--- src/hw/rtl/osb_pkg.sv ---
`timescale 1ns / 1ps

package osb_pkg;

    // Bank size and derived widths.
    localparam int NUM_TIMERS = 8;
    localparam int IDX_W      = (NUM_TIMERS > 1) ? $clog2(NUM_TIMERS) : 1;
    localparam int CNT_W      = 16;

    // Request codes.
    typedef enum logic [2:0] {
        REQ_TICK      = 3'd0,
        REQ_CREATE    = 3'd1,
        REQ_CHG_PER   = 3'd2,
        REQ_QRY_PER   = 3'd3,
        REQ_CONTROL   = 3'd4,
        REQ_GET_STATE = 3'd5,
        REQ_DELETE    = 3'd6,
        REQ_RESET     = 3'd7
    } req_code_t;

    // Result kinds.
    localparam logic KIND_REPLY  = 1'b0;
    localparam logic KIND_EXPIRY = 1'b1;

    // Answers of the get state command.
    localparam logic [1:0] ST_STOPPED = 2'd0;
    localparam logic [1:0] ST_RUNNING = 2'd1;
    localparam logic [1:0] ST_INVALID = 2'd2;

    // Input item.
    typedef struct packed {
        req_code_t          req_type;
        logic [2:0]         timer_id;
        logic [CNT_W-1:0]   period_in;
        logic               run_flag;
        logic               handler_present;
    } req_t;

    // Result item.
    typedef struct packed {
        logic               result_kind;
        logic [2:0]         entry_index;
        logic               ok;
        logic [CNT_W-1:0]   period_out;
        logic [1:0]         state_code;
        logic               last;
    } rsp_t;

    // One timer entry.
    typedef struct packed {
        logic               allocated;
        logic               running;
        logic [CNT_W-1:0]   count;
        logic [CNT_W-1:0]   period;
    } entry_t;

    // Write request into the timer bank.
    typedef struct packed {
        logic               en;
        logic [IDX_W-1:0]   addr;
        entry_t             data;
    } bank_wr_t;

    // States of the sequencer.
    typedef enum logic [1:0] {
        S_IDLE,
        S_CMD,
        S_WALK,
        S_FLUSH
    } fsm_state_t;

endpackage

--- src/hw/rtl/osb_tick_unit.sv ---
`timescale 1ns / 1ps

module osb_tick_unit
    import osb_pkg::*;
(
    input  logic [CNT_W-1:0] count,
    input  logic [CNT_W-1:0] period,
    output logic [CNT_W-1:0] next_count,
    output logic             expire
);

    // Shared increment and compare: the count wraps at its width.
    always_comb
    begin
        next_count = count + CNT_W'(1);
        expire     = (next_count >= period);
    end

endmodule

--- src/hw/rtl/osb_bank.sv ---
`timescale 1ns / 1ps

module osb_bank
    import osb_pkg::*;
(
    input  logic             clk,
    input  logic             rst_n,
    input  logic [IDX_W-1:0] rd_addr,
    output entry_t           rd_data,
    input  bank_wr_t         wr
);

    entry_t bank_reg [NUM_TIMERS];

    // Entry storage; reset clears every entry to its power-up value.
    always_ff @(posedge clk or negedge rst_n)
    begin
        if (!rst_n)
        begin
            for (int i = 0; i < NUM_TIMERS; i++)
            begin
                bank_reg[i] <= '0;
            end
        end
        else if (wr.en)
        begin
            bank_reg[wr.addr] <= wr.data;
        end
    end

    // Single read port shared by commands and the tick walk.
    assign rd_data = bank_reg[rd_addr];

endmodule

--- src/hw/rtl/osb_ctrl.sv ---
`timescale 1ns / 1ps

module osb_ctrl
    import osb_pkg::*;
(
    input  logic             clk,
    input  logic             rst_n,
    input  logic             start,
    output logic             busy,
    input  req_t             req,
    output logic             result_valid,
    output rsp_t             result,
    output logic [IDX_W-1:0] rd_addr,
    input  entry_t           rd_data,
    output bank_wr_t         wr
);

    localparam logic [IDX_W-1:0] LAST_IDX = IDX_W'(NUM_TIMERS - 1);

    fsm_state_t       state_reg, state_next;
    req_t             req_reg, req_next;
    logic [IDX_W-1:0] idx_reg, idx_next;
    logic             pend_reg, pend_next;
    logic [IDX_W-1:0] pend_idx_reg, pend_idx_next;
    logic             out_valid_reg, out_valid_next;
    rsp_t             out_reg, out_next;

    logic [CNT_W-1:0] next_count;
    logic             expire;
    logic             id_ok;
    logic [IDX_W-1:0] cmd_addr;

    osb_tick_unit u_tick (
        .count      (rd_data.count),
        .period     (rd_data.period),
        .next_count (next_count),
        .expire     (expire)
    );

    assign id_ok    = (32'(req_reg.timer_id) < NUM_TIMERS);
    assign cmd_addr = IDX_W'(req_reg.timer_id);

    // Next state.
    always_comb
    begin
        state_next = state_reg;
        unique case (state_reg)
            S_IDLE:
            begin
                if (start)
                begin
                    state_next = (req.req_type == REQ_TICK) ? S_WALK : S_CMD;
                end
            end
            S_CMD:   state_next = S_IDLE;
            S_WALK:  state_next = (idx_reg == LAST_IDX) ? S_FLUSH : S_WALK;
            S_FLUSH: state_next = S_IDLE;
            default: state_next = S_IDLE;
        endcase
    end

    // Datapath and outputs of each state.
    always_comb
    begin
        busy           = (state_reg != S_IDLE);
        req_next       = req_reg;
        idx_next       = idx_reg;
        pend_next      = pend_reg;
        pend_idx_next  = pend_idx_reg;
        out_valid_next = 1'b0;
        out_next       = out_reg;
        rd_addr        = (state_reg == S_WALK) ? idx_reg : cmd_addr;
        wr.en          = 1'b0;
        wr.addr        = rd_addr;
        wr.data        = rd_data;

        unique case (state_reg)
            S_IDLE:
            begin
                if (start)
                begin
                    req_next  = req;
                    idx_next  = '0;
                    pend_next = 1'b0;
                end
            end

            S_CMD:
            begin
                out_next.result_kind = KIND_REPLY;
                out_next.entry_index = req_reg.timer_id;
                out_next.ok          = 1'b1;
                out_next.period_out  = '0;
                out_next.state_code  = ST_STOPPED;
                out_next.last        = 1'b1;
                out_valid_next       = 1'b1;
                if (!id_ok)
                begin
                    out_next.ok = 1'b0;
                    if (req_reg.req_type == REQ_GET_STATE)
                    begin
                        out_next.state_code = ST_INVALID;
                    end
                end
                else
                begin
                    unique case (req_reg.req_type)
                        REQ_CREATE:
                        begin
                            wr.en             = 1'b1;
                            wr.data.allocated = req_reg.handler_present;
                            wr.data.running   = req_reg.run_flag;
                            wr.data.count     = '0;
                            wr.data.period    = req_reg.period_in;
                        end
                        REQ_CHG_PER:
                        begin
                            wr.en          = 1'b1;
                            wr.data.period = req_reg.period_in;
                        end
                        REQ_QRY_PER:
                        begin
                            out_next.period_out = rd_data.period;
                        end
                        REQ_CONTROL:
                        begin
                            if (rd_data.allocated)
                            begin
                                wr.en           = 1'b1;
                                wr.data.running = req_reg.run_flag;
                            end
                            else
                            begin
                                out_next.ok = 1'b0;
                            end
                        end
                        REQ_GET_STATE:
                        begin
                            if (rd_data.allocated)
                            begin
                                out_next.state_code =
                                    rd_data.running ? ST_RUNNING : ST_STOPPED;
                            end
                            else
                            begin
                                out_next.ok         = 1'b0;
                                out_next.state_code = ST_INVALID;
                            end
                        end
                        REQ_DELETE:
                        begin
                            if (rd_data.allocated)
                            begin
                                wr.en             = 1'b1;
                                wr.data.allocated = 1'b0;
                                wr.data.running   = 1'b0;
                                wr.data.count     = '0;
                            end
                            else
                            begin
                                out_next.ok = 1'b0;
                            end
                        end
                        REQ_RESET:
                        begin
                            if (rd_data.allocated)
                            begin
                                wr.en           = 1'b1;
                                wr.data.running = req_reg.run_flag;
                                wr.data.count   = '0;
                            end
                            else
                            begin
                                out_next.ok = 1'b0;
                            end
                        end
                        REQ_TICK:
                        begin
                            // A tick never reaches this state.
                        end
                        default:
                        begin
                        end
                    endcase
                end
            end

            S_WALK:
            begin
                // One entry per cycle; an expiry is held back one find so the
                // final one of the walk can be marked as last.
                idx_next = idx_reg + IDX_W'(1);
                if (rd_data.allocated && rd_data.running)
                begin
                    wr.en         = 1'b1;
                    wr.data.count = next_count;
                    if (expire)
                    begin
                        wr.data.running = 1'b0;
                        if (pend_reg)
                        begin
                            out_valid_next       = 1'b1;
                            out_next.result_kind = KIND_EXPIRY;
                            out_next.entry_index = 3'(pend_idx_reg);
                            out_next.ok          = 1'b1;
                            out_next.period_out  = '0;
                            out_next.state_code  = ST_STOPPED;
                            out_next.last        = 1'b0;
                        end
                        pend_next     = 1'b1;
                        pend_idx_next = idx_reg;
                    end
                end
            end

            S_FLUSH:
            begin
                // Release the held expiry, if any, as the final result.
                if (pend_reg)
                begin
                    out_valid_next       = 1'b1;
                    out_next.result_kind = KIND_EXPIRY;
                    out_next.entry_index = 3'(pend_idx_reg);
                    out_next.ok          = 1'b1;
                    out_next.period_out  = '0;
                    out_next.state_code  = ST_STOPPED;
                    out_next.last        = 1'b1;
                end
                pend_next = 1'b0;
            end

            default:
            begin
            end
        endcase
    end

    // Control registers.
    always_ff @(posedge clk or negedge rst_n)
    begin
        if (!rst_n)
        begin
            state_reg     <= S_IDLE;
            idx_reg       <= '0;
            pend_reg      <= 1'b0;
            out_valid_reg <= 1'b0;
        end
        else
        begin
            state_reg     <= state_next;
            idx_reg       <= idx_next;
            pend_reg      <= pend_next;
            out_valid_reg <= out_valid_next;
        end
    end

    // Payload registers.
    always_ff @(posedge clk)
    begin
        req_reg      <= req_next;
        pend_idx_reg <= pend_idx_next;
        out_reg      <= out_next;
    end

    assign result_valid = out_valid_reg;
    assign result       = out_reg;

endmodule

--- src/hw/rtl/one_shot_timer_bank_top.sv ---
`timescale 1ns / 1ps

// Bank of NUM_TIMERS one-shot timers. A request transfers at a rising edge
// where start is high and busy is low. A command reads and updates one entry,
// and its single reply shows on result with result_valid high for one cycle,
// in the cycle in which busy drops. During a tick a shared increment-and-compare
// unit visits one entry per cycle through a single bank port. Expiry events
// come out one per cycle at most while the walk runs, each strobed for exactly
// one cycle; the final one carries last. A tick with no expiry gives no
// result. The receiver cannot stall: every strobed result must be taken in
// the cycle it is shown.
module one_shot_timer_bank_top
    import osb_pkg::*;
(
    input  logic clk,
    input  logic rst_n,
    input  logic start,
    output logic busy,
    input  req_t req,
    output logic result_valid,
    output rsp_t result
);

    logic [IDX_W-1:0] rd_addr;
    entry_t           rd_data;
    bank_wr_t         wr;

    // Sequencer with the shared tick unit.
    osb_ctrl u_ctrl (
        .clk          (clk),
        .rst_n        (rst_n),
        .start        (start),
        .busy         (busy),
        .req          (req),
        .result_valid (result_valid),
        .result       (result),
        .rd_addr      (rd_addr),
        .rd_data      (rd_data),
        .wr           (wr)
    );

    // Timer entry storage.
    osb_bank u_bank (
        .clk     (clk),
        .rst_n   (rst_n),
        .rd_addr (rd_addr),
        .rd_data (rd_data),
        .wr      (wr)
    );

endmodule

--- config.mk ---
export PLATFORM = sky130hd
export DESIGN_NAME = one_shot_timer_bank_top
export DESIGN_NICKNAME = d
export VERILOG_FILES = /design/src/hw/rtl/osb_pkg.sv /design/src/hw/rtl/osb_tick_unit.sv /design/src/hw/rtl/osb_bank.sv /design/src/hw/rtl/osb_ctrl.sv /design/src/hw/rtl/one_shot_timer_bank_top.sv
export SDC_FILE = /design/constraint.sdc
export NUM_CORES = 1
export LEC_CHECK = 0
export BUFFER_PORTS_ARGS = -buffer_cell sky130_fd_sc_hd__buf_2
export CORE_MARGIN = 8
export CORE_UTILIZATION = 30
export DETAILED_ROUTE_END_ITERATION = 7
export GPL_ROUTABILITY_DRIVEN = 0
export GPL_TIMING_DRIVEN = 0
export HOLD_SLACK_MARGIN = 0.08
export PLACE_DENSITY_LB_ADDON = 0.2
export SYNTH_ARGS = -nofsm -noshare
export SYNTH_HDL_FRONTEND = slang
export SYNTH_SLANG_ARGS = --single-unit
--- constraint.sdc ---
create_clock -name clk -period 6.8 [get_ports clk]
set_input_delay 1.36 -clock clk [delete_from_list [all_inputs] [get_ports clk]]
set_output_delay 1.36 -clock clk [all_outputs]
set_load 0.1 [all_outputs]
# == After elaboration in Yosys (flattened, before gate mapping) ==
# Index checks and enable logic that the tools add are counted.
# op_classes
n_reduce_logical,17
eq_ne,16
n_div,0
n_lt_le_gt_ge,3
shift,0
addsub,2
n_mux,47
multipliers,0
bitwise,1
# op_table
operator,n
bitwise mux 272 bit,1
binary-select mux 34 bit (select 3 bit),1
demux 34 bit (select 3 bit),1
2-to-1 mux 34 bit,3
2-to-1 mux 24 bit,4
case mux 24 bit (3 select lines),1
2-to-1 mux 17 bit,3
2-to-1 mux 16 bit,3
case mux 16 bit (3 select lines),1
case mux 17 bit (2 select lines),1
adder 16 x 1 -> 16 bit (second input constant),1
greater-or-equal comparator 16 bit,1
equality test 3 bit (second input constant),5
2-to-1 mux 1 bit,14
2-to-1 mux 2 bit,4
equality test 3 x 2 -> 1 bit (second input constant),2
2-to-1 mux 3 bit,2
inequality test 2 x 1 -> 1 bit (second input constant),3
case mux 1 bit (2 select lines),3
case mux 1 bit (3 select lines),2
case mux 2 bit (3 select lines),1
case mux 3 bit (2 select lines),1
nonzero test 3 bit,2
AND reduction 5 bit,1
19 further kinds,25
# totals
memories,0
ram_bits,0
mem_bits_ro,0
register_bits,330
output_inout_bits,26
latch_bits,0
inputBits,27

# == Logic depth before layout (Yosys ltp) ==
# Gate-level depths: netlist of the first run.
# logic_depth
depth_word,12
depth_mapped,25
depth_no_buf,22

# == By module ==
# Synthesis of the first run repeated with hierarchy kept, for this count alone.
# hier_totals
cells_unflattened,994
area_unflattened_um2,15701.3
# modules_own_cells
module,cells_each,seq_area_each_um2,area_per_inst_um2,n_inst
osb_bank,705,6806.5,12271.8,1
osb_ctrl,197,1706.6,2763.9,1
osb_tick_unit,92,0.0,665.6,1

# == Least setup slack after synthesis of the first run ==
# Ideal clock, no wire load.
# synth_timing
path_type,reg-to-reg
start,reg u_ctrl.state_reg[0]
end,"reg u_ctrl.out_reg, in the netlist u_ctrl.result[0] (enable)"
arrival_ns,5.785
path_stages_with_launch,20
setup_time_ns,0.413
path_buffers,2
period_less_slack_ns,6.198
setup_slack_ns,0.602
cell_sequence,dfrtp_1 > inv_1 > ha_1 > mux2i_4 > buf_2 > buf_2 > nand2_1 > a32oi_1 > o21ai_0 > inv_1 > ha_1 > o2111ai_1 > or4_4 > or4b_4 > xor2_1 > ha_1 > nand4_1 > o31ai_1 > nand3_1 > a21oi_1
# synth_between
elab_chain_len,10
elab_cells_between_ends,17
# synth_rtl
element,line,rtl
"start, declared",osb_ctrl.sv:20,"fsm_state_t state_reg, state_next;"
"start signal, assigned",osb_ctrl.sv:250,state_reg <= state_next;
equality test 2 bit,"osb_ctrl.sv:72, osb_ctrl.sv:77",
2-to-1 mux 3 bit,osb_ctrl.sv:72,rd_addr = (state_reg == S_WALK) ? idx_reg : cmd_addr;
NOT 3 -> 4 bit (not written as such),osb_bank.sv:32,assign rd_data = bank_reg[rd_addr];
binary-select mux 34 bit (select 3 bit),osb_bank.sv:32,
2-to-1 mux 34 bit (not written as such) (2 in series),osb_bank.sv:32,
adder 16 x 1 -> 16 bit,osb_tick_unit.sv:15,next_count = count + CNT_W'(1);
greater-or-equal comparator 16 bit,osb_tick_unit.sv:16,expire = (next_count >= period);
inequality test 2 x 1 -> 1 bit (no source line),-,
AND reduction 5 bit (no source line) *,-,
"end signal, assigned",osb_ctrl.sv:262,out_reg <= out_next;
"end, declared",osb_ctrl.sv:26,"rsp_t out_reg, out_next;"
# Mark *: on every way between the ends. The rest lies on a longest branch, timed or not. The select of a mux whose other input is x is not followed.
# A chain may end at the register's enable or synchronous reset.

# == Worst setup path in the final report of the first run ==
# layout_timing
start,reg u_ctrl.state_reg[0]
end,"reg u_ctrl.out_reg, in the netlist u_ctrl.result[15] (enable)"
# The elaborated chain is that of the path after synthesis.

==> impl_metrics.csv, run 1 <==
group,metric,value,unit
global_route,overflow,0,
timing,tightest_slew,1380,ps
cells_and_area,syn_to_final_growth,15.9,%
setup_path,r2r_cells,23,
logic_synthesis,synth_cells,1546,
die,die_w,240,µm
placement,placedCellCount,2273,
global_route,grt_pass1_vias,12300,
power_and_ir_drop,p_clk_share,23.1,%
cells_and_area,final_cell_area,17500,µm²
clock_tree,insertion_delay,560,ps
min_path,whs_path_depth,2,
global_route,grt_pass1_wl,81.5,mm
clock_tree,numCtsBuffers,38,
timing,finalClockSkew,23.5,ps
drt,drt_iter0_markers,1180,
setup_path,cp-start-kind,"flop",
cells_and_area,fill_cells,5184,
min_path,worstHoldPathType,"reg -> reg",
placement,port-buffer-count,52,
setup_path,r2r_slack,340,ps
power_and_ir_drop,p_sw,3.92,mW
logic_synthesis,synth_cell_types,73,
global_route,track_usage,19.0,%
global_route,grt_max_degree,107,
setup_path,critical_path.max_fanout,17,
power_and_ir_drop,combPwrFrac,45.4,%
power_and_ir_drop,p_int,4.61,mW
cells_and_area,fin_nets,1696,
min_path,hp-start,"u_bank.bank_reg[230]",
drt,final_antenna_net_count,0,
clock_tree,cts.sinks,330,
setup_path,slowest_stage,"or4_4",
power_and_ir_drop,irDropWorstVdd,0.252,mV
die,die_area,57800,µm²
setup_path,end_kind,"flop",
cells_and_area,diodes,0,
clock_tree,cts_root_buf,"clkbuf_16",
logic_synthesis,syn_nets,1597,
drt,drtPass1Iterations,5,
setup_path,cpPeakStageDelay,630,ps
timing,setup_viol,0,
global_route,antenna_found_initial,1,
drt,wl_per_cell,23.4,µm
clock_tree,cts_hold_buf,0,
logic_synthesis,synth_edf_count,51,
timing,finalMaxSlewViolations,0,
logic_synthesis,syn_area,15100,µm²
placement,dpl.hpwl,36.7,mm
timing,layout_setup_ws,343,ps
setup_path,crit_arrival,6760,ps
logic_synthesis,synthFlopType,"dfrtp_1",
drt,drcViolationCount,0,
die,pin_count,53,
drt,via_per_inst,5.33,
cells_and_area,seqCellArea,8510,µm²
timing,fmax,155,MHz
timing,period_needed,6460,ps
setup_path,crit_family,"simple AND/OR/NAND/NOR gates",
timing,relSlewSlack,7.76,%
timing,rsz0062_at_grt,"no",
timing,finalHoldViolCount,0,
die,floorplan.initialDensity,30.2,%
clock_tree,path_clk_slew,60,ps
placement,place_area,16300,µm²
drt,drt_wl_total,55.0,mm
logic_synthesis,seq_area_frac_synth,56.4,%
die,dieHeight,240,µm
placement,preCtsSetupSlack,-199,ps
clock_tree,clock_path_buffers,3,
power_and_ir_drop,seq_power_share,31.5,%
flow_run,cap_violations,0,
power_and_ir_drop,power.leakage,7.28,nW
logic_synthesis,synth-seq-cells,330,
status,status,"completed",
setup_path,critPathKind,"reg -> reg",
power_and_ir_drop,switching_share,45.9,%
setup_path,reg2reg_to,"u_ctrl.result[15]",
logic_synthesis,synthArstFlopShare,84.5,%
clock_tree,cts_tree,"yes",
setup_path,crit_buf_inv,5,
drt,vias,12500,
timing,period_share,95.0,%
cells_and_area,multi_input_area,6130,µm²
power_and_ir_drop,cellPowerDensity,488,nW/µm²
setup_path,cp.required,7110,ps
logic_synthesis,yosys_warnings,0,
cells_and_area,largest_reg_flops,272,
min_path,hold_end,"u_bank.bank_reg[230]",
cells_and_area,layout_commonest_cell,"nand2_1",
setup_path,r2r-start,"u_ctrl.state_reg[0]",
setup_path,crit_chain,"inv_1 > ha_1 > mux2i_4 > buf_2 > clkbuf_4 > nand2_1 > a32oi_1 > o21ai_0 > inv_1 > ha_1 > o2111ai_1 > or4_4 > or4b_4 > xor2_1 > ha_1 > nor2b_1 > o21ai_0 > o21ai_0 > nor3_1 > o31ai_2 > nand3_1 > a21oi_4 > buf_8",
die,rows,82,
cells_and_area,layout_common_cells,"395 x nand2_1, 279 x dfrtp_1, 273 x o21ai_0",
cells_and_area,finalNonFillerCells,2345,
die,coreArea,50000,µm²
cells_and_area,drive_gt1_share,11.2,%
clock_tree,ctsHtreeMaxLevel,2,
logic_synthesis,syn_avg_cell_area,9.77,µm²
[per-stage QoR]
stage / TNS, ps / power, mW / util [%] / hold slack [ps]
after floorplan: 0 / 5.20 / - / 444
after global placement: -335030 / 6.47 / 32.4 / 458
after detailed placement: -3370 / 6.53 / 32.6 / 465
after CTS: 0 / 8.54 / 35.0 / 477
after global routing: 0 / 8.99 / 35.0 / 495
final: 0 / 8.54 / 35.0 / 472
[Yosys cell counts (3+ instances only)]
cell / number / area share (%)
nand2_1: 395 / 9.8
and3_1: 7 / 0.29
a221oi_1: 11 / 0.64
mux4_2: 5 / 0.75
a221o_1: 6 / 0.40
xnor2_1: 8 / 0.46
a22o_1: 7 / 0.41
o21ai_1: 21 / 0.70
a21boi_0: 3 / 0.15
o31ai_1: 3 / 0.15
o21ai_0: 273 / 9.0
mux2i_1: 23 / 1.5
o221ai_1: 11 / 0.64
nor2_1: 57 / 1.4
nand3_1: 30 / 0.99
nor4_1: 5 / 0.21
and2_1: 4 / 0.17
clkbuf_1: 64 / 1.6
dfrtp_1: 279 / 46
nand2b_1: 10 / 0.41
a32oi_1: 3 / 0.17
mux2_2: 11 / 0.82
nor3_1: 18 / 0.60
inv_1: 13 / 0.32
xor2_1: 6 / 0.35
a22oi_1: 23 / 1.1
buf_2: 26 / 0.86
mux2_4: 3 / 0.30
nor2b_1: 5 / 0.21
nand4_1: 10 / 0.41
buf_6: 4 / 0.30
ha_1: 24 / 2.0
a31oi_1: 14 / 0.58
a21o_1: 7 / 0.35
edfxtp_1: 51 / 10
a21oi_1: 41 / 1.4
o21ai_2: 8 / 0.46
o22ai_1: 8 / 0.33
a211oi_1: 4 / 0.20
[worst reg2reg max path: cells and delay by family (launching register included)]
family / cells / cell delay [ps]
simple gates: 6 / 1810
compound gates: 7 / 1180
buf+inv: 5 / 1130
fa+ha+maj: 3 / 890
flops: 1 / 400
xor+xnor: 1 / 390
mux: 1 / 380
[power groups by stage]
stage	Sequential [mW]	Clock, mW	Combinational (mW)
2_1_floorplan	3.13	0	2.07
3_3_place_gp	2.72	0	3.76
3_5_place_dp	2.72	0	3.80
4_1_cts	2.69	2.01	3.84
5_1_grt	2.74	2.08	4.17
6_report	2.69	1.97	3.88
[kinds of logic after synthesis]
group / count (synthesis) / share of synthesized area (%)
AND/OR/NAND/NOR: 555 / 15.5
AO/OA/AOI/OAI: 468 / 18.4
flip-flops: 330 / 56.4
buffers and inverters: 110 / 3.20
multiplexers: 45 / 3.78
adder cells (fa/ha/maj): 24 / 1.99
XOR/XNOR: 14 / 0.812
[metal layers]
layer / share of wire [%] / wire length (µm) / global-route usage, %
met1: 45 / 24900 / 26.9
met2: 45 / 24600 / 28.9
met3: 6.3 / 3460 / 2.49
met4: 3.7 / 2020 / 8.03
met5: 0 / 0 / 0
[how the worst max path moves through the flow]
| stage | start | to | slack [ps] | depth (start not counted) |
|---|---|---|---|---|
| 5_1_grt | u_ctrl.state_reg[0] | u_ctrl.result[20] | 20 | 23 |
| 3_5_place_dp | u_ctrl.state_reg[0] | u_ctrl.result[18] | -200 | 20 |
| 3_3_place_gp | u_ctrl.state_reg[0] | u_ctrl.result[17] | -1340 | 19 |
| 6_report | u_ctrl.state_reg[0] | u_ctrl.result[15] | 340 | 23 |
| 4_1_cts | u_ctrl.state_reg[0] | u_ctrl.result[3] | 40 | 20 |
| 2_1_floorplan | u_ctrl.state_reg[0] | u_ctrl.result[0] | 600 | 19 |
[timing repair]
action	4_1_cts	5_1_grt
buffers inserted	0	3
gates resized for setup	2	2
endpoints found under the setup margin	27	36
pin swaps	0	1
[area by class of cell]
type	instances	area share, %
multi-input cells	1106	35.0
clock inverters	11	0.465
well taps	672	4.80
clock buffers	57	6.19
flip-flops and latches	330	48.6
inverters	13	0.279
plain buffers	97	2.49
repair buffers	59	2.10
Power figures use the tool's default switching activity.
==> run 2, diff against run 1 <==
- CELL_PAD_IN_SITES_DETAIL_PLACEMENT: unset -> 0
- CELL_PAD_IN_SITES_GLOBAL_PLACEMENT: unset -> 1
==> impl_metrics.csv, run 2 (synthesis gave the netlist of run 1 again) <==
group,metric,value,unit
die,dieHeight,240,µm
status,violations,"max-capacitance violations, max-slew violations",
placement,placedCellCount,2273,
clock_tree,cts_root_buf,"clkbuf_16",
clock_tree,numCtsBuffers,39,
status,status,"finished with violations",
global_route,overflow,0,
drt,vias,12400,
cells_and_area,layout_commonest_cell,"nand2_1",
global_route,grt_pass1_vias,12300,
power_and_ir_drop,cellPowerDensity,495,nW/µm²
drt,final_antenna_net_count,0,
clock_tree,clock_path_buffers,3,
clock_tree,cts.sinks,330,
die,rows,82,
setup_path,cpPeakStageDelay,640,ps
global_route,track_usage,20.2,%
global_route,grt_max_degree,115,
timing,period_share,96.7,%
clock_tree,cts_tree,"yes",
die,die_w,240,µm
timing,layout_setup_ws,223,ps
drt,drt_iter0_markers,1010,
cells_and_area,finalNonFillerCells,2345,
setup_path,cp-start-kind,"flop",
die,die_area,57800,µm²
clock_tree,insertion_delay,570,ps
timing,tightest_slew,1520,ps
timing,setup_viol,0,
placement,preCtsSetupSlack,-196,ps
power_and_ir_drop,irDropWorstVdd,0.206,mV
setup_path,cp.required,7100,ps
cells_and_area,drive_gt1_share,11.4,%
cells_and_area,layout_common_cells,"395 x nand2_1, 279 x dfrtp_1, 273 x o21ai_0",
die,pin_count,53,
drt,via_per_inst,5.29,
timing,relSlewSlack,-1.39,%
timing,fmax,152,MHz
cells_and_area,fill_cells,5211,
timing,finalHoldViolCount,0,
drt,drcViolationCount,0,
drt,drtPass1Iterations,5,
cells_and_area,syn_to_final_growth,16.1,%
global_route,antenna_found_initial,0,
clock_tree,path_clk_slew,60,ps
setup_path,critical_path.max_fanout,17,
drt,drt_wl_total,58.2,mm
cells_and_area,fin_nets,1695,
setup_path,crit_chain,"inv_1 > ha_1 > mux2i_4 > buf_2 > clkbuf_4 > nand2_1 > a32oi_1 > o21ai_0 > inv_1 > ha_1 > o2111ai_1 > or4_4 > or4b_4 > xor2_1 > ha_1 > nor2b_1 > o21ai_0 > o21ai_0 > nor3_1 > o31ai_4 > nand3_1 > a21oi_4 > buf_12",
flow_run,cap_violations,1,
timing,fin_tns_setup,0,ps
placement,port-buffer-count,52,
die,coreArea,50000,µm²
timing,finalClockSkew,25.6,ps
drt,wl_per_cell,24.8,µm
setup_path,crit_arrival,6880,ps
setup_path,slowest_stage,"or4_4",
setup_path,end_kind,"flop",
cells_and_area,largest_reg_flops,272,
clock_tree,ctsHtreeMaxLevel,2,
timing,period_needed,6580,ps
power_and_ir_drop,power.leakage,7.30,nW
placement,place_area,16300,µm²
cells_and_area,final_cell_area,17500,µm²
min_path,worstHoldPathType,"reg -> reg",
timing,whs,477,ps
timing,finalMaxSlewViolations,11,
global_route,grt_pass1_wl,86.0,mm
die,floorplan.initialDensity,30.2,%
setup_path,critPathKind,"reg -> reg",
placement,dpl.hpwl,38.7,mm
run 2: final cells by class:
cell class | count | area [µm²] | area share, %
Tap cell | 672 | 841 | 4.79
Inverter | 13 | 48.8 | 0.278
Clock buffer | 52 | 1050 | 6.01
Timing Repair Buffer | 57 | 360 | 2.05
Antenna cell | 1 | 2.50 | 0.0143
Sequential cell | 330 | 8510 | 48.5
Multi-Input combinational cell | 1106 | 6140 | 35.0
Clock inverter | 17 | 140 | 0.799
Buffer | 97 | 437 | 2.49
run 2: path summary, 6_finish.rpt:
| check | start | to | slack, ps | cells past startpoint |
|---|---|---|---|---|
| max in group asynchronous | rst_n | u_bank.bank_reg[66] | 5050 | 2 |
| setup / recovery | u_ctrl.state_reg[0] | u_ctrl.result[3] | 220 | 23 |
| hold reg to reg | u_bank.bank_reg[265] | u_bank.bank_reg[265] | 480 | 2 |
| setup reg to reg | u_ctrl.state_reg[0] | u_ctrl.result[3] | 220 | 23 |
| hold / removal | u_bank.bank_reg[265] | u_bank.bank_reg[265] | 480 | 2 |
| min in group asynchronous | rst_n | u_bank.bank_reg[125] | 730 | 1 |
run 2: what timing repair did:
item                                    CTS  global route
endpoints found under the setup margin   32            35
buffers inserted                          0             2
pin swaps                                 0             0
gates cloned                              0             0
hold buffers                              0             0
gates resized for setup                   1             4
run 2: report_power, final:
part | leakage (nW) | internal, mW | switching [mW]
logic | 2.35 | 1.01 | 2.95
clock network | 0.591 | 1.17 | 0.861
registers | 4.36 | 2.47 | 0.221
total | 7.30 | 4.65 | 4.03
run 2: worst max-delay path: cells and delay by family (launching register included):
| family | cells | cell delay [ps] |
|---|---|---|
| adders and majority gates | 3 | 870 |
| xor gates and xnor gates | 1 | 310 |
| AOI/OAI and AO/OA | 7 | 1280 |
| DFF | 1 | 400 |
| buffers and inverters | 5 | 1160 |
| muxes | 1 | 360 |
| and+or+nand+nor | 6 | 1900 |
run 2: metrics by stage:
step	utilization [%]	power, mW
5_1_grt	35.1	9.17
4_1_cts	35.0	8.67
6_report	35.1	8.68
3_3_place_gp	32.4	6.57
3_5_place_dp	32.6	6.61
2_1_floorplan	-	5.20
run 2: layer usage:
metal	vias to the layer above	track usage, %	wire length, µm
li1	5659	-	-
met1	6370	29.2	27700
met2	312	31.8	26600
met3	71	2.57	2610
met4	0	5.24	1210
met5	-	0	0
==> run 3, diff against run 2 <==
- REMOVE_ABC_BUFFERS: unset -> 1
==> impl_metrics.csv, run 3 (synthesis gave the netlist of run 1 again) <==
group,metric,value,unit
setup_path,reg2reg_to,"u_ctrl.result[3]",
power_and_ir_drop,power.leakage,7.36,nW
global_route,grt_pass1_wl,72.6,mm
timing,period_needed,6410,ps
power_and_ir_drop,p_clk_share,24.3,%
power_and_ir_drop,switching_share,44.4,%
clock_tree,cts_tree,"yes",
drt,final_antenna_net_count,0,
setup_path,crit_start,"u_ctrl.state_reg[0]",
flow_run,cap_violations,0,
power_and_ir_drop,p_sw,3.80,mW
setup_path,crit_family,"simple AND/OR/NAND/NOR gates",
placement,preCtsSetupSlack,-806,ps
timing,finalClockSkew,18.9,ps
cells_and_area,fin_nets,1611,
cells_and_area,diodes,0,
timing,period_share,94.3,%
power_and_ir_drop,cellPowerDensity,489,nW/µm²
min_path,hp-start,"u_bank.bank_reg[129]",
setup_path,cpPeakStageDelay,660,ps
timing,setup_viol,0,
clock_tree,ctsHtreeMaxLevel,2,
timing,fmax,156,MHz
cells_and_area,drive_gt1_share,11.8,%
timing,tightest_slew,1420,ps
die,coreArea,50000,µm²
drt,drt_iter0_markers,817,
setup_path,slowest_stage,"or4_4",
clock_tree,cts_root_buf,"clkbuf_16",
setup_path,cp-start-kind,"flop",
drt,drtPass1Iterations,6,
placement,port-buffer-count,52,
power_and_ir_drop,seq_power_share,31.4,%
placement,placedCellCount,2187,
die,die_area,57800,µm²
setup_path,r2r_cells,19,
clock_tree,path_clk_slew,60,ps
cells_and_area,final_cell_area,17500,µm²
clock_tree,numCtsBuffers,39,
power_and_ir_drop,p_int,4.77,mW
status,status,"completed",
die,rows,82,
cells_and_area,finalNonFillerCells,2262,
setup_path,crit_buf_inv,4,
drt,via_per_inst,5.03,
cells_and_area,seqCellArea,8510,µm²
power_and_ir_drop,combPwrFrac,44.3,%
timing,finalHoldViolCount,0,
clock_tree,insertion_delay,560,ps
die,die_w,240,µm
setup_path,r2r-start,"u_ctrl.state_reg[0]",
die,dieHeight,240,µm
setup_path,crit_chain,"inv_1 > ha_2 > mux2i_4 > buf_12 > nand2_1 > a311oi_1 > o21ai_0 > inv_1 > ha_1 > o2111ai_1 > or4_4 > or4b_4 > xor2_1 > ha_1 > nand4_1 > o31ai_2 > nand3_1 > a21oi_4 > buf_16",
clock_tree,cts.sinks,330,
die,pin_count,53,
power_and_ir_drop,power,8.57,mW
placement,dpl.hpwl,29.0,mm
setup_path,critical_path.max_fanout,25,
drt,vias,11400,
min_path,worstHoldPathType,"reg -> reg",
clock_tree,cts_hold_buf,0,
global_route,track_usage,16.6,%
setup_path,r2r_slack,390,ps
cells_and_area,layout_common_cells,"387 x nand2_1, 279 x dfrtp_1, 271 x o21ai_0",
drt,drcViolationCount,0,
global_route,overflow,0,
drt,drt_wl_total,47.7,mm
cells_and_area,multi_input_area,6260,µm²
global_route,antenna_found_initial,0,
cells_and_area,layout_commonest_cell,"nand2_1",
min_path,hold_end,"u_bank.bank_reg[129]",
timing,rsz0062_at_grt,"no",
setup_path,end_kind,"flop",
timing,whs,476,ps
setup_path,crit_arrival,6670,ps
placement,place_area,16200,µm²
power_and_ir_drop,irDropWorstVdd,0.208,mV
setup_path,cp.required,7050,ps
timing,layout_setup_ws,387,ps
die,floorplan.initialDensity,30.2,%
clock_tree,clock_path_buffers,3,
min_path,whs_path_depth,2,
cells_and_area,largest_reg_flops,272,
cells_and_area,syn_to_final_growth,15.9,%
setup_path,critPathKind,"reg -> reg",
timing,finalMaxSlewViolations,0,
global_route,grt_pass1_vias,11200,
cells_and_area,fill_cells,5104,
timing,relSlewSlack,5.13,%
drt,wl_per_cell,21.1,µm
global_route,grt_max_degree,118,
-- run 3: cell types whose count changed in the layout (fill, tap and decap cells not counted), sizes merged --
cell	change
buf	-19
bufinv	-1
clkbuf	-54
clkinv	-5
diode	-1
inv	-3
-- run 3: stage by stage --
stage,TNS (ps),utilization [%]
2_1_floorplan,-11490,-
3_3_place_gp,-1387950,31.6
3_5_place_dp,-22990,32.3
4_1_cts,0,35.0
5_1_grt,0,35.0
6_report,0,35.0
-- run 3: metal layers --
layer | part of all wire [%] | vias to the layer above | global-route usage, %
met2 | 46 | 155 | 26.6
met3 | 3.4 | 57 | 2.93
met5 | 0 | - | 0
li1 | - | 5498 | -
met4 | 2.0 | 0 | 4.01
met1 | 48 | 5667 | 23.1
-- run 3: cell type report --
cell class                      count  share of cell area (%)
Sequential cell                   330                    48.6
Clock buffer                       63                    6.85
Timing Repair Buffer               70                    3.34
Multi-Input combinational cell   1106                    35.8
Inverter                           13                   0.279
Clock inverter                      8                   0.350
Tap cell                          672                    4.80
-- run 3: what timing repair did --
action / CTS / global route
pin swaps: 0 / 1
hold endpoints to repair: 0 / 0
buffers inserted: 3 / 1
setup endpoints to repair: 36 / 28
resized for setup: 5 / 1
-- run 3: worst min-delay path: stages (launching register included) --
cell,delay [ps]
dfrtp_1,340
nand2_1,40
o21ai_0,60
-- run 3: worst max-delay path by stage --
stage	endpoint	slack [ps]	cells past startpoint
detailed placement	u_ctrl.result[3]	-810	19
global placement	u_ctrl.result[3]	-5530	14
CTS	u_ctrl.result[3]	8	19
global route	u_ctrl.result[3]	110	19
finish	u_ctrl.result[3]	390	19
floorplan	u_ctrl.result[0]	-480	17
-- run 3: power by group through the flow --
stage	sequential [mW]	clock [mW]	combinational, mW
2_1_floorplan	3.13	0	1.97
3_3_place_gp	2.72	0	3.58
3_5_place_dp	2.72	0	3.76
4_1_cts	2.69	2.15	3.81
5_1_grt	2.74	2.21	4.13
6_report	2.69	2.09	3.79
